$ cat config.mk
export PLATFORM = sky130hd
export DESIGN_NAME = html_escape_truncate
export DESIGN_NICKNAME = d
export VERILOG_FILES = /design/src/rtl/hte_pkg.sv /design/src/rtl/html_escape_truncate.sv /design/src/rtl/hte_front.sv /design/src/rtl/hte_fifo.sv /design/src/rtl/hte_back.sv
export SDC_FILE = /design/constraint.sdc
export NUM_CORES = 1
export LEC_CHECK = 0
export BUFFER_PORTS_ARGS = -buffer_cell sky130_fd_sc_hd__buf_4
export CELL_PAD_IN_SITES_DETAIL_PLACEMENT = 1
export CELL_PAD_IN_SITES_GLOBAL_PLACEMENT = 1
export CORE_AREA = 2 2 96 98
export CTS_CLUSTER_SIZE = 10
export DETAILED_ROUTE_END_ITERATION = 8
export DIE_AREA = 0 0 98 100
export PLACE_DENSITY_LB_ADDON = 0.1
export SLEW_MARGIN = 25
export SYNTH_ARGS = -nofsm -noshare
export SYNTH_HDL_FRONTEND = slang
export SYNTH_SLANG_ARGS = --single-unit
$ cat constraint.sdc
create_clock -name clk -period 3.61 [get_ports clk]
set_clock_uncertainty 0.1 [all_clocks]
set_input_delay 0.1805 -clock clk [delete_from_list [all_inputs] [get_ports clk]]
set_output_delay 0.1805 -clock clk [all_outputs]
set_load 0.02 [all_outputs]
$ cat src/rtl/hte_pkg.sv
`timescale 1ns / 1ps
// hte_pkg: types and constants shared by the HTML escape/truncate block.
// No dependencies; imported by html_escape_truncate, hte_front, hte_fifo, hte_back.
`default_nettype none

package hte_pkg;

	localparam int QUEUE_DEPTH = 4;

	localparam logic [7:0] CH_SPACE = 8'h20;
	localparam logic [7:0] CH_DEL   = 8'h7F;
	localparam logic [7:0] CONT_MASK = 8'hC0;
	localparam logic [7:0] CONT_CODE = 8'h80;
	localparam logic [7:0] CH_AMP   = 8'h26;
	localparam logic [7:0] CH_LT    = 8'h3C;
	localparam logic [7:0] CH_GT    = 8'h3E;
	localparam logic [7:0] CH_QUOT  = 8'h22;
	localparam logic [7:0] CH_APOS  = 8'h27;
	localparam logic [7:0] CH_HASH  = 8'h23;
	localparam logic [7:0] CH_SEMI  = 8'h3B;
	localparam logic [7:0] CH_DOT   = 8'h2E;
	localparam logic [7:0] CH_D2    = 8'h32;
	localparam logic [7:0] CH_D3    = 8'h33;
	localparam logic [7:0] CH_D4    = 8'h34;
	localparam logic [7:0] CH_D6    = 8'h36;
	localparam logic [7:0] CH_D8    = 8'h38;
	localparam logic [7:0] CH_D9    = 8'h39;
	localparam logic [7:0] CH_D0    = 8'h30;

	// What the back end has to emit for one accepted input beat.
	typedef enum logic [1:0] {
		KIND_BYTE,
		KIND_ENT,
		KIND_DOTS,
		KIND_MARK
	} cmd_kind_t;

	typedef struct packed {
		cmd_kind_t  kind;
		logic [7:0] data;
		logic       last;
	} cmd_t;

endpackage

`default_nettype wire

$ cat src/rtl/html_escape_truncate.sv
`timescale 1ns / 1ps
// html_escape_truncate: top level of the HTML escape and UTF-8 truncate block.
// Instantiates hte_front, hte_fifo and hte_back; depends on hte_pkg.
// The block takes one input beat per cycle while its four-entry command queue
// has room. Each beat that yields output becomes one command; the back end
// turns a command into 1 beat (plain byte or end marker), 3 beats (ellipsis)
// or 5 beats (numeric entity) at one beat per cycle, so output throughput is
// set by that serializer and input stalls only when expansions or output
// stalls keep it busy long enough to fill the queue. Accepted bytes pass the
// queue, command register and output register. max_chars resets to 255 and
// counts characters (bytes other than UTF-8 continuation bytes); the counter
// is COUNT_BITS wide and saturates, so a limit above its range never cuts.
`default_nettype none

module html_escape_truncate #(
	parameter int COUNT_BITS = 8
) (
	input  wire logic       clk,
	input  wire logic       arst_n,
	input  wire logic       cfg_we,
	input  wire logic [7:0] cfg_wdata,
	input  wire logic       in_valid,
	output logic            in_stall,
	input  wire logic [7:0] in_byte,
	input  wire logic       string_last,
	output logic            out_valid,
	input  wire logic       out_stall,
	output logic [7:0]      out_byte,
	output logic            byte_valid,
	output logic            run_last,
	output logic            string_end
);
	import hte_pkg::*;

	cmd_t push_data;
	cmd_t pop_data;
	logic push;
	logic full;
	logic pop;
	logic nonempty;

	hte_front #(
		.COUNT_BITS(COUNT_BITS)
	) u_front (
		.clk        (clk),
		.arst_n     (arst_n),
		.cfg_we     (cfg_we),
		.cfg_wdata  (cfg_wdata),
		.in_valid   (in_valid),
		.in_stall   (in_stall),
		.in_byte    (in_byte),
		.string_last(string_last),
		.q_full     (full),
		.q_push     (push),
		.q_data     (push_data)
	);

	hte_fifo u_fifo (
		.clk      (clk),
		.arst_n   (arst_n),
		.push     (push),
		.push_data(push_data),
		.full     (full),
		.pop      (pop),
		.pop_data (pop_data),
		.nonempty (nonempty)
	);

	hte_back u_back (
		.clk       (clk),
		.arst_n    (arst_n),
		.q_nonempty(nonempty),
		.q_data    (pop_data),
		.q_pop     (pop),
		.out_valid (out_valid),
		.out_stall (out_stall),
		.out_byte  (out_byte),
		.byte_valid(byte_valid),
		.run_last  (run_last),
		.string_end(string_end)
	);

endmodule

`default_nettype wire

$ cat src/rtl/hte_front.sv
`timescale 1ns / 1ps
// hte_front: accepts input beats, tracks character count and cut state,
// and turns each beat into at most one command. Depends on hte_pkg.
`default_nettype none

module hte_front #(
	parameter int COUNT_BITS = 8
) (
	input  wire logic          clk,
	input  wire logic          arst_n,
	input  wire logic          cfg_we,
	input  wire logic [7:0]    cfg_wdata,
	input  wire logic          in_valid,
	output logic               in_stall,
	input  wire logic [7:0]    in_byte,
	input  wire logic          string_last,
	input  wire logic          q_full,
	output logic               q_push,
	output hte_pkg::cmd_t      q_data
);
	import hte_pkg::*;

	localparam int CMP_W = (COUNT_BITS > 8) ? COUNT_BITS : 8;
	localparam logic [COUNT_BITS-1:0] COUNT_MAX = '1;

	logic [7:0]            max_chars_q;
	logic [COUNT_BITS-1:0] count_q;
	logic                  cut_q;

	logic accept;
	logic drop;
	logic starts_char;
	logic active;
	logic at_limit;
	logic do_cut;
	logic escape;

	assign in_stall    = q_full;
	assign accept      = in_valid && !q_full;
	assign drop        = (in_byte < CH_SPACE) || (in_byte == CH_DEL);
	assign starts_char = (in_byte & CONT_MASK) != CONT_CODE;
	assign active      = !cut_q && !drop;
	assign at_limit    = CMP_W'(count_q) == CMP_W'(max_chars_q);
	assign do_cut      = active && starts_char && at_limit;
	assign escape      = (in_byte == CH_AMP) || (in_byte == CH_LT) || (in_byte == CH_GT)
		|| (in_byte == CH_QUOT) || (in_byte == CH_APOS);

	always_comb begin
		q_data.data = in_byte;
		q_data.last = string_last;
		q_push      = accept;
		if (do_cut) begin
			q_data.kind = KIND_DOTS;
		end else if (active && escape) begin
			q_data.kind = KIND_ENT;
		end else if (active) begin
			q_data.kind = KIND_BYTE;
		end else begin
			// nothing to emit: only a final beat leaves an end marker
			q_data.kind = KIND_MARK;
			q_push      = accept && string_last;
		end
	end

	always_ff @(posedge clk or negedge arst_n) begin
		if (!arst_n) begin
			max_chars_q <= 8'hFF;
			count_q     <= '0;
			cut_q       <= 1'b0;
		end else begin
			if (cfg_we) begin
				max_chars_q <= cfg_wdata;
			end
			if (accept) begin
				if (string_last) begin
					count_q <= '0;
					cut_q   <= 1'b0;
				end else if (do_cut) begin
					cut_q <= 1'b1;
				end else if (active && starts_char && count_q != COUNT_MAX) begin
					count_q <= count_q + 1'b1;
				end
			end
		end
	end

endmodule

`default_nettype wire

$ cat src/rtl/hte_fifo.sv
`timescale 1ns / 1ps
// hte_fifo: short command queue between front and back end.
// Depends on hte_pkg for the command type and depth.
`default_nettype none

module hte_fifo (
	input  wire logic          clk,
	input  wire logic          arst_n,
	input  wire logic          push,
	input  wire hte_pkg::cmd_t push_data,
	output logic               full,
	input  wire logic          pop,
	output hte_pkg::cmd_t      pop_data,
	output logic               nonempty
);
	import hte_pkg::*;

	localparam int PTR_W = $clog2(QUEUE_DEPTH);

	cmd_t             mem_q [QUEUE_DEPTH];
	logic [PTR_W-1:0] wr_ptr_q;
	logic [PTR_W-1:0] rd_ptr_q;
	logic [PTR_W:0]   fill_q;

	assign full     = fill_q == (PTR_W+1)'(QUEUE_DEPTH);
	assign nonempty = fill_q != '0;
	assign pop_data = mem_q[rd_ptr_q];

	always_ff @(posedge clk) begin
		if (push) begin
			mem_q[wr_ptr_q] <= push_data;
		end
	end

	always_ff @(posedge clk or negedge arst_n) begin
		if (!arst_n) begin
			wr_ptr_q <= '0;
			rd_ptr_q <= '0;
			fill_q   <= '0;
		end else begin
			if (push) begin
				wr_ptr_q <= wr_ptr_q + 1'b1;
			end
			if (pop) begin
				rd_ptr_q <= rd_ptr_q + 1'b1;
			end
			if (push && !pop) begin
				fill_q <= fill_q + 1'b1;
			end else if (pop && !push) begin
				fill_q <= fill_q - 1'b1;
			end
		end
	end

endmodule

`default_nettype wire

$ cat src/rtl/hte_back.sv
`timescale 1ns / 1ps
// hte_back: expands queued commands into output beats, one per cycle while
// the output is not stalled, through a registered output stage. Depends on hte_pkg.
`default_nettype none

module hte_back (
	input  wire logic          clk,
	input  wire logic          arst_n,
	input  wire logic          q_nonempty,
	input  wire hte_pkg::cmd_t q_data,
	output logic               q_pop,
	output logic               out_valid,
	input  wire logic          out_stall,
	output logic [7:0]         out_byte,
	output logic               byte_valid,
	output logic               run_last,
	output logic               string_end
);
	import hte_pkg::*;

	cmd_t       cur_q;
	logic       cur_valid_q;
	logic [2:0] idx_q;

	logic       out_valid_q;
	logic [7:0] out_byte_q;
	logic       byte_valid_q;
	logic       run_last_q;
	logic       string_end_q;

	logic [7:0] gen_byte;
	logic       gen_valid;
	logic [2:0] last_idx;
	logic [7:0] dig_hi;
	logic [7:0] dig_lo;
	logic       is_last;
	logic       out_load;
	logic       advance;
	logic       cur_done;

	always_comb begin
		case (cur_q.data)
			CH_AMP:  begin dig_hi = CH_D3; dig_lo = CH_D8; end
			CH_LT:   begin dig_hi = CH_D6; dig_lo = CH_D0; end
			CH_GT:   begin dig_hi = CH_D6; dig_lo = CH_D2; end
			CH_QUOT: begin dig_hi = CH_D3; dig_lo = CH_D4; end
			default: begin dig_hi = CH_D3; dig_lo = CH_D9; end
		endcase
	end

	always_comb begin
		gen_valid = 1'b1;
		case (cur_q.kind)
			KIND_BYTE: begin
				gen_byte = cur_q.data;
				last_idx = 3'd0;
			end
			KIND_ENT: begin
				last_idx = 3'd4;
				case (idx_q)
					3'd0:    gen_byte = CH_AMP;
					3'd1:    gen_byte = CH_HASH;
					3'd2:    gen_byte = dig_hi;
					3'd3:    gen_byte = dig_lo;
					default: gen_byte = CH_SEMI;
				endcase
			end
			KIND_DOTS: begin
				gen_byte = CH_DOT;
				last_idx = 3'd2;
			end
			default: begin
				gen_byte  = 8'h00;
				gen_valid = 1'b0;
				last_idx  = 3'd0;
			end
		endcase
	end

	assign is_last  = idx_q == last_idx;
	assign out_load = !out_valid_q || !out_stall;
	assign advance  = cur_valid_q && out_load;
	assign cur_done = advance && is_last;
	assign q_pop    = q_nonempty && (!cur_valid_q || cur_done);

	always_ff @(posedge clk or negedge arst_n) begin
		if (!arst_n) begin
			cur_valid_q <= 1'b0;
			idx_q       <= '0;
			out_valid_q <= 1'b0;
		end else begin
			if (q_pop) begin
				cur_valid_q <= 1'b1;
				idx_q       <= '0;
			end else if (cur_done) begin
				cur_valid_q <= 1'b0;
			end else if (advance) begin
				idx_q <= idx_q + 1'b1;
			end
			if (out_load) begin
				out_valid_q <= cur_valid_q;
			end
		end
	end

	always_ff @(posedge clk) begin
		if (q_pop) begin
			cur_q <= q_data;
		end
		if (advance) begin
			out_byte_q   <= gen_byte;
			byte_valid_q <= gen_valid;
			run_last_q   <= is_last;
			string_end_q <= is_last && cur_q.last;
		end
	end

	assign out_valid  = out_valid_q;
	assign out_byte   = out_byte_q;
	assign byte_valid = byte_valid_q;
	assign run_last   = run_last_q;
	assign string_end = string_end_q;

endmodule

`default_nettype wire

==> results of run 1 <==
-- how the worst max path moves through the flow --
stage	startpoint	end	slack (ns)	cells past startpoint
6_report	u_back.cur_q[9]	u_fifo.fill_q[1]	0.58	11
5_1_grt	u_back.cur_q[9]	u_fifo.fill_q[1]	0.40	11
2_1_floorplan	u_back.cur_q[9]	u_fifo.fill_q[1]	0.73	10
3_3_place_gp	u_back.cur_q[9]	u_fifo.fill_q[1]	0.75	11
4_1_cts	u_back.cur_q[9]	u_fifo.fill_q[1]	0.55	11
3_5_place_dp	u_back.cur_q[9]	u_fifo.fill_q[1]	0.58	11
-- kinds of logic (layout without fill, tap and decap cells) --
kind of cell / after synthesis / count (layout) / synth area share
mux: 23 / 23 / 0.0884
fa+ha+maj: 16 / 16 / 0.0483
xor+xnor: 16 / 16 / 0.0326
compound gates: 50 / 50 / 0.0780
simple gates: 74 / 74 / 0.0951
buf+inv: 27 / 87 / 0.0259
flops: 95 / 95 / 0.632
-- layout by cell type, fill, tap and decap left out, types with 4 or more instances in the layout --
master,instances
dlygate4sd3_1,18
ha_1,15
mux2_2,10
inv_1,18
o41ai_1,4
nand3_1,4
or4_1,4
nor2_1,13
buf_4,35
o31ai_1,7
dfstp_2,8
edfxtp_1,66
mux4_2,11
nand2_1,14
clkbuf_8,9
and2_1,9
nand4_1,6
a21oi_1,20
xnor2_1,12
o21ai_0,4
dfrtp_1,21
nor3_1,4
xor2_1,4
-- sequential cells by signal, summed over array words and instances, names as in the netlist, 2 cells and up --
register and cells:
u_front.max_chars_q 8, u_fifo.wr_ptr_q 2, u_back.out_byte 8, u_front.count_q 8, u_fifo.mem_q 44, u_fifo.rd_ptr_q 2
u_fifo.fill_q 3, u_back.cur_q 11, u_back.idx_q 3
-- report_power, final --
part           leakage (nW)  internal [W]  switching, W
clock                0.0952      0.000266      0.000402
combinational         0.820      0.000480      0.000517
sequential            0.960       0.00149      0.000207
total                  1.88       0.00223       0.00113
-- timing repair --
item,CTS,global route
resized for setup,0,0
hold buffers,18,0
setup endpoints to repair,0,0
hold endpoints to repair,73,0
-- stage by stage --
step,hold slack [ns],instances
final,0.0665,472
after global routing,0.0668,472
after CTS,0.0501,472
after detailed placement,0.0361,438
after global placement,0.0326,438
after floorplan,-0.215,301
-- worst max-delay path, stage by stage, from the launching register on --
cell and delay (ns):
edfxtp_1 0.39, inv_1 0.08, ha_1 0.25, xor2_1 0.19, o41ai_1 0.41, and2_1 0.18, buf_4 0.19, inv_1 0.10
ha_1 0.24, inv_1 0.09, fa_1 0.42, mux2_2 0.27
-- cell type report --
type                       instances  area, um^2  share of cell area
clock buffer                       9         124              0.0246
clock inverter                     7        63.8              0.0127
inverter                          18        67.6              0.0134
multi-input combinational        179        1470               0.293
sequential                        95        2720               0.541
tap                              111         139              0.0276
timing repair buffer              53         443              0.0881
-- routing by layer --
layer | routed length [um] | share of wire | GRT usage
met3 | 179 | 0.021 | 0.0244
met5 | 0 | 0 | 0
met2 | 4240 | 0.51 | 0.315
met4 | 161 | 0.019 | 0.0865
met1 | 3750 | 0.45 | 0.224
==> impl_metrics.py, run 1 <==
metrics = {
    "timing": {
        "worst_slack_ns": 0.581,
        "fin_crit_ns": 3.03,
        "setup_viol": 0,
        "tightest_slew_ns": 0.941,
        "post-route-period-util": 0.839,
        "tns_ns": 0,
        "hold_viol_final": 0,
        "slew_violations": 0,
        "rsz0062_at_grt": "false",
        "slew_headroom": 0.371,
        "fmaxAchievable_ghz": 0.330,
    },
    "layout": {
        "fillers": 897,
        "final_area_mm2": 0.00503,
        "nNetsFinal": 394,
        "drive_gt1_frac": 0.244,
        "area_growth_pct": 16.9,
        "n_antenna_cell": 0,
        "utilization": 0.566,
    },
    "floorplanning": {
        "initial_core_util": 0.484,
        "dieArea_mm2": 0.00980,
        "die_x_um": 98,
        "core_area_mm2": 0.00889,
        "design.portCount": 35,
        "rows": 35,
        "dieHeight_um": 100,
    },
    "global_route": {
        "grt-ovfl-total": 0,
        "grt_max_degree": 30,
        "track_usage": 0.180,
        "grt_pass1_wl_mm": 13.7,
        "antenna_found_initial": 0,
        "grt_pass1_vias": 2778,
    },
    "yosys": {
        "synth_edf_count": 66,
        "ys.flop_type": "edfxtp_1",
        "syn-instance-count": 301,
        "syn_avg_cell_area_um2": 14.3,
        "synth_seq_cells": 95,
        "synth_warnings": 0,
        "netlist_area_mm2": 0.00430,
        "synth-seq-area-share": 0.632,
        "synth_top_cells_by_count": "edfxtp_1, dfrtp_1, a21oi_1",
        "synth_area_leaders": "edfxtp_1, dfrtp_1, mux4_2",
        "yosys.area.top_type_share": 0.461,
        "synth_nets": 339,
        "synthArstFlopShare": 0.305,
        "yosysUniqueCellTypes": 50,
        "synth_area_leader_cell": "edfxtp_1",
        "synth.most_common_cell": "edfxtp_1",
    },
    "drt": {
        "ant_nets": 0,
        "vias": 2605,
        "drt_wl_total_mm": 8.34,
        "routedWlPerCell_um": 17.7,
        "drtIter0Drc": 53,
        "drc_errors": 0,
        "firstDrtPassIters": 4,
        "viasPerCell": 5.52,
    },
    "min_path": {
        "holdCritStartpoint": "cfg_we",
        "worstHoldPathType": "input pin to flip-flop",
        "whs_path_depth": 2,
        "whs_endpoint": "u_front.max_chars_q[2]",
    },
    "place": {
        "pre_cts_slack_ns": 0.576,
        "dp_hpwl_mm": 5.82,
        "gp_congestion": 0.770,
        "port-buffer-count": 34,
        "placed_area_mm2": 0.00466,
    },
    "worst_setup_path": {
        "reg2reg_to": "u_fifo.fill_q[1]",
        "worstRegToRegCells": 11,
        "crit_path_max_fanout": 13,
        "end_kind": "flip-flop",
        "r2r_start": "u_back.cur_q[9]",
        "worstSetupPathType": "flip-flop to flip-flop",
        "r2r_slack_ns": 0.58,
        "required_ns": 3.76,
        "cp.arrival_ns": 3.18,
        "critPathLaunchType": "flip-flop",
    },
    "clock_tree": {
        "clock_latency_ns": 0.36,
        "cts_tree": "done",
        "clk_pin_slew_worst_paths_ns": 0.10,
        "cts_buffers": 9,
        "cts-root-buf": "clkbuf_8",
        "htreeDepth": 3,
        "clock-sinks": 95,
        "post_cts_buffers": 0,
        "cts_max_path_buffers": 2,
    },
    "run_status": {
        "status": "complete, no violations",
    },
    "pwr": {
        "power_density_mw_per_mm2": 668,
        "ir_worst_vdd_uv": 336,
        "total_power_w": 0.00336,
        "p_leak_nw": 1.88,
    },
    "flow_run": {
        "maxCapViolCount": 0,
    },
}
No activity file was read; power rests on OpenSTA's default activity.
==> inputs of run 2 (changes only) <==
- CORE_AREA: 2 2 96 98 -> 2 2 101 103
- DIE_AREA: 0 0 98 100 -> 0 0 103 105
- clock period: 3.61 -> 2.6 ns (I/O delays scaled with it)
==> run 2 against run 1 <==
Non-clock buffer count is 23 higher. Worst setup slack worse by 0.52 ns. Via count is 3.3% higher. Worst hold slack got worse by 0.053 ns. Largest power group unchanged. Critical endpoint unchanged. Cell area up 5.0%. Largest cell class unchanged.
==> impl_metrics.py, run 2 (synthesis results as in run 1) <==
metrics = {
    "layout": {
        "drive_gt1_frac": 0.292,
        "reg.largest.list": "u_fifo.mem_q: 44 flops, u_back.cur_q: 11 flops",
        "nNetsFinal": 417,
        "utilization": 0.548,
        "largest_reg_flops": 44,
        "final_area_mm2": 0.00528,
        "n_antenna_cell": 0,
        "final_cell_mix": "edfxtp_1, buf_4, dlygate4sd3_1",
        "mostFrequentLayoutCell": "edfxtp_1",
        "regMostFlops": "u_fifo.mem_q",
        "area_growth_pct": 22.7,
    },
    "drt": {
        "vias": 2692,
        "drc_errors": 0,
        "viasPerCell": 5.21,
        "drt_wl_total_mm": 8.99,
        "ant_nets": 0,
        "drtIter0Drc": 77,
        "routedWlPerCell_um": 17.4,
        "firstDrtPassIters": 4,
    },
    "place": {
        "port-buffer-count": 34,
        "dp_hpwl_mm": 6.03,
        "pre_cts_slack_ns": 0.0116,
        "gp_congestion": 0.800,
        "placed_area_mm2": 0.00479,
    },
    "min_path": {
        "holdCritStartpoint": "cfg_we",
        "whs_endpoint": "u_front.max_chars_q[7]",
        "worstHoldPathType": "input pin to flip-flop",
        "whs_path_depth": 2,
    },
    "worst_setup_path": {
        "crit_path_max_fanout": 3,
        "end_kind": "flip-flop",
        "cp.arrival_ns": 2.70,
        "r2r_start": "u_back.cur_q[10]",
        "critPathLaunchType": "flip-flop",
        "r2r_slack_ns": 0.06,
        "reg2reg_to": "u_fifo.fill_q[1]",
        "required_ns": 2.77,
        "worstSetupPathType": "flip-flop to flip-flop",
        "worstRegToRegCells": 9,
    },
    "global_route": {
        "grt_pass1_wl_mm": 14.8,
        "grt_pass1_vias": 2789,
        "track_usage": 0.184,
        "grt_max_degree": 30,
        "grt-ovfl-total": 0,
        "antenna_found_initial": 0,
    },
    "timing": {
        "setup_viol": 0,
        "slew_headroom": 0.608,
        "hold_viol_final": 0,
        "worst_slack_ns": 0.0642,
        "rsz0062_at_grt": "true",
        "tightest_slew_ns": 0.583,
        "slew_violations": 0,
        "fmaxAchievable_ghz": 0.394,
        "post-route-period-util": 0.975,
        "fin_crit_ns": 2.54,
    },
    "floorplanning": {
        "core_area_mm2": 0.00964,
        "initial_core_util": 0.446,
        "design.portCount": 35,
        "rows": 36,
        "die_x_um": 103,
        "dieHeight_um": 105,
        "dieArea_mm2": 0.0108,
    },
    "pwr": {
        "power_density_mw_per_mm2": 914,
        "ir_worst_vdd_uv": 319,
        "total_power_w": 0.00483,
        "p_leak_nw": 1.98,
    },
    "clock_tree": {
        "htreeDepth": 3,
        "cts_tree": "done",
        "clock-sinks": 95,
        "clk_pin_slew_worst_paths_ns": 0.09,
        "clock_latency_ns": 0.38,
        "cts_buffers": 9,
        "cts-root-buf": "clkbuf_8",
        "cts_max_path_buffers": 2,
    },
    "run_status": {
        "status": "complete, no violations",
    },
    "flow_run": {
        "maxCapViolCount": 0,
    },
}
run 2: changes by cell type in the layout (fill, tap and decap cells not counted), moves of 2 or more:
cell           before  now
inv_2               0    3
buf_4              35   51
inv_8               3    0
inv_6               0    2
ha_1               15   12
inv_1              18   15
xor2_1              4    2
dlygate4sd3_1      18   25
ha_4                0    2
xor2_2              0    2
run 2: power breakdown:
part / leakage, nW / total (W) / internal (W) / switching (W)
Combinational: 0.936 / 0.00163 / 0.000788 / 0.000839
Clock: 0.0847 / 0.000903 / 0.000352 / 0.000551
Sequential: 0.960 / 0.00230 / 0.00206 / 0.000232
run 2: worst max-delay path by stage:
stage | endpoint | slack [ns] | cells after the start | startpoint
after global placement | u_fifo.fill_q[1] | 0.09 | 9 | u_back.cur_q[9]
final | u_fifo.fill_q[1] | 0.06 | 9 | u_back.cur_q[10]
after CTS | u_fifo.fill_q[1] | 0.006 | 10 | u_back.cur_q[10]
after floorplan | u_fifo.fill_q[1] | 0.006 | 9 | u_back.out_valid
after global routing | u_fifo.fill_q[1] | -0.03 | 9 | u_back.cur_q[10]
after detailed placement | u_fifo.fill_q[1] | 0.01 | 10 | u_back.cur_q[9]
run 2: worst max-delay path: stages (launching register included):
cell	delay (ns)
edfxtp_1	0.46
ha_4	0.21
xor2_2	0.18
o41ai_2	0.36
and2_4	0.21
inv_2	0.05
ha_4	0.15
inv_2	0.05
fa_1	0.39
mux2_2	0.26
run 2: final cells by class:
| cell class | count | area, um^2 |
|---|---|---|
| sequential | 95 | 2720 |
| clock buffer | 10 | 128 |
| multi-input combinational | 179 | 1530 |
| inverter | 18 | 67.6 |
| tap | 133 | 166 |
| clock inverter | 6 | 42.5 |
| fill | 997 | 4360 |
| timing repair buffer | 76 | 633 |
run 2: metal layers:
layer  vias up  track usage  routed length, um
met1      1359        0.234               3940
met4         0       0.0855                196
li1       1282            -                  -
met2        39        0.299               4610
met3        12       0.0388                241
met5         -            0                  0
run 2: what timing repair did:
item | in CTS | in global routing
resized for setup | 0 | 9
hold buffers | 25 | 0
buffers inserted | 1 | 3
endpoints found under the setup margin | 1 | 2
cloned | 0 | 0
pin swaps | 0 | 3
endpoints found under the hold margin | 73 | 0
run 2: through the flow:
| step | instances | hold slack, ns | TNS [ns] |
|---|---|---|---|
| floorplan | 301 | -0.266 | 0 |
| global placement | 472 | -0.00409 | 0 |
| detailed placement | 472 | -0.00401 | 0 |
| CTS | 514 | 0.00509 | 0 |
| global route | 517 | 0.0204 | -0.0330 |
| finish | 517 | 0.0138 | 0 |
==> inputs of run 3 (changes only) <==
- CELL_PAD_IN_SITES_GLOBAL_PLACEMENT: 1 -> 2
- CORE_AREA: 2 2 101 103 -> 2 2 110 112
- DIE_AREA: 0 0 103 105 -> 0 0 112 114
- GPL_TIMING_DRIVEN: unset -> 0
==> run 3 against run 2 <==
Global-route usage is 2.8 points lower. Critical path depth is 1 higher. Die area is 18% higher. Via count is 0.97% higher. Count of clock-buffer cells in the layout is 1 lower. Final cell count is 2.5% higher. Fmax is 0.66% lower. Sequential power hardly changed. Critical endpoint unchanged. Largest cell class unchanged. Highest routed layer unchanged.
==> impl_metrics.py, run 3 (synthesis results as in run 1) <==
metrics = {
    "global_route": {
        "grt_pass1_vias": 2894,
        "antenna_found_initial": 0,
        "grt_use_met1": 0.210,
        "grt_max_degree": 30,
        "use_met2": 0.248,
        "grt-ovfl-total": 0,
        "grt_busiest_layer": "met2",
        "track_usage": 0.156,
        "met3_usage": 0.0399,
        "grt_pass1_wl_mm": 15.2,
    },
    "layout": {
        "regArea_mm2": 0.00272,
        "drive_gt1_frac": 0.300,
        "fillers": 1193,
        "final_cell_mix": "edfxtp_1, buf_4, dfrtp_1",
        "multi_input_area_mm2": 0.00158,
        "n_antenna_cell": 0,
        "regMostFlops": "u_fifo.mem_q",
        "fin_cells": 530,
        "area_growth_pct": 27.3,
        "reg.largest.list": "u_fifo.mem_q: 44 flops, u_back.cur_q: 11 flops",
        "largest_reg_flops": 44,
        "final_area_mm2": 0.00548,
        "nNetsFinal": 416,
        "utilization": 0.468,
        "mostFrequentLayoutCell": "edfxtp_1",
    },
    "worst_setup_path": {
        "cp-startpoint": "u_back.cur_q[9]",
        "path_depth": 10,
        "end_kind": "flip-flop",
        "cpMostUsedCell": "ha_4",
        "critical_path.max_stage_delay_ns": 0.42,
        "critPathLaunchType": "flip-flop",
        "reg2reg_to": "u_fifo.fill_q[1]",
        "cp_slowest_cell": "edfxtp_1",
        "cp_num_buf_inv": 3,
        "critical-path-top-delay-family": "adder cells",
        "crit_path_max_fanout": 4,
        "endpoint": "u_fifo.fill_q[1]",
        "worstRegToRegCells": 10,
        "required_ns": 2.73,
        "worstSetupPathType": "flip-flop to flip-flop",
        "cp_cell_sequence": "buf_6, ha_4, xor2_4, o41ai_4, and2_4, inv_4, ha_4, inv_2, fa_1, mux2_4",
        "r2r_slack_ns": 0.05,
        "r2r_start": "u_back.cur_q[9]",
        "cp.arrival_ns": 2.68,
    },
    "floorplanning": {
        "dieArea_mm2": 0.0128,
        "initial_core_util": 0.367,
        "die_x_um": 112,
        "dieHeight_um": 114,
        "rows": 40,
        "core_area_mm2": 0.0117,
        "design.portCount": 35,
    },
    "timing": {
        "setup_viol": 0,
        "post-route-period-util": 0.982,
        "tightest_slew_ns": 0.681,
        "slew_violations": 0,
        "fin_crit_ns": 2.55,
        "hold_viol_final": 0,
        "slew_headroom": 0.540,
        "rsz0062_at_grt": "true",
        "fmaxAchievable_ghz": 0.392,
    },
    "pwr": {
        "ir_worst_vdd_uv": 448,
        "power.switching_w": 0.00172,
        "internal_power_w": 0.00379,
        "total_power_w": 0.00551,
        "clockPowerShare": 0.265,
        "seqPwrFrac": 0.418,
        "p_comb_frac": 0.316,
        "switching_share": 0.311,
        "p_leak_nw": 2.07,
        "power_density_mw_per_mm2": 1010,
    },
    "min_path": {
        "worstHoldPathType": "input pin to flip-flop",
    },
    "clock_tree": {
        "cts-root-buf": "clkbuf_16",
        "clock_latency_ns": 0.34,
        "clock-sinks": 95,
        "clk_pin_slew_worst_paths_ns": 0.07,
        "cts_tree": "done",
        "cts_max_path_buffers": 2,
        "cts_buffers": 9,
        "htreeDepth": 3,
    },
    "drt": {
        "routedWlPerCell_um": 17.5,
        "ant_nets": 0,
        "drt_wl_total_mm": 9.28,
        "drtIter0Drc": 162,
        "vias": 2718,
        "viasPerCell": 5.13,
        "drc_errors": 0,
        "firstDrtPassIters": 4,
    },
    "place": {
        "post-place-cells": 481,
        "gp_congestion": 0.769,
        "port-buffer-count": 33,
        "dp_hpwl_mm": 6.08,
        "placed_area_mm2": 0.00475,
    },
    "flow_run": {
        "maxCapViolCount": 0,
    },
    "run_status": {
        "status": "complete, no violations",
    },
}
[run 3: worst min path at each step]
| stage | slack, ns | end | cells past startpoint | start |
|---|---|---|---|---|
| 2_1_floorplan | -0.27 | u_back.cur_valid_q | 0 | arst_n |
| 3_3_place_gp | -0.008 | u_back.out_valid | 1 | arst_n |
| 3_5_place_dp | -0.01 | u_back.out_valid | 1 | arst_n |
| 4_1_cts | 0.05 | u_front.count_q[6] | 3 | in_valid |
| 5_1_grt | 0.07 | u_front.count_q[6] | 3 | in_valid |
| 6_report | 0.07 | u_front.count_q[6] | 3 | in_valid |
[run 3: final cells by class]
cell class / instances / area share
plain buffers: 7 / 0.00663
clock buffers: 9 / 0.0411
clock inverters: 7 / 0.0187
inverters: 18 / 0.0128
multi-input cells: 179 / 0.289
flip-flops and latches: 95 / 0.496
well taps: 147 / 0.0336
repair buffers: 68 / 0.102
[run 3: tightest hold or removal path: cells and delay by family]
kind            cells  cell delay [ns]
simple gates        1             0.09
compound gates      1             0.13
buf+inv             1             0.12
[run 3: power groups by stage]
stage	Clock, W	Sequential [W]	Combinational, W
detailed placement	0	0.00231	0.00151
floorplan	0	0.00231	0.00101
global route	0.00157	0.00236	0.00195
finish	0.00146	0.00231	0.00174
CTS	0.00151	0.00229	0.00166
global placement	0	0.00230	0.00149
[run 3: timing repair]
| item | in CTS | in global routing |
|---|---|---|
| buffers inserted | 12 | 5 |
| pin swaps | 3 | 3 |
| gates resized for setup | 5 | 11 |
| setup endpoints to repair | 2 | 2 |
| hold buffers | 18 | 0 |
| hold endpoints to repair | 73 | 0 |
| gates cloned | 0 | 0 |
[run 3: through the flow]
stage                     hold slack (ns)  worst slack (ns)  setup TNS, ns
after floorplan                    -0.266           0.00608              0
after global placement           -0.00762            -0.222         -0.297
after detailed placement          -0.0138            -0.249         -0.354
after CTS                          0.0484           0.00961              0
after global routing               0.0710           -0.0493        -0.0583
final                              0.0661            0.0473              0
[run 3: per-layer routing]
layer | vias up | share of wire
li1 | 1285 | -
met3 | 10 | 0.029
met2 | 32 | 0.50
met5 | - | 0
met4 | 0 | 0.011
met1 | 1391 | 0.46
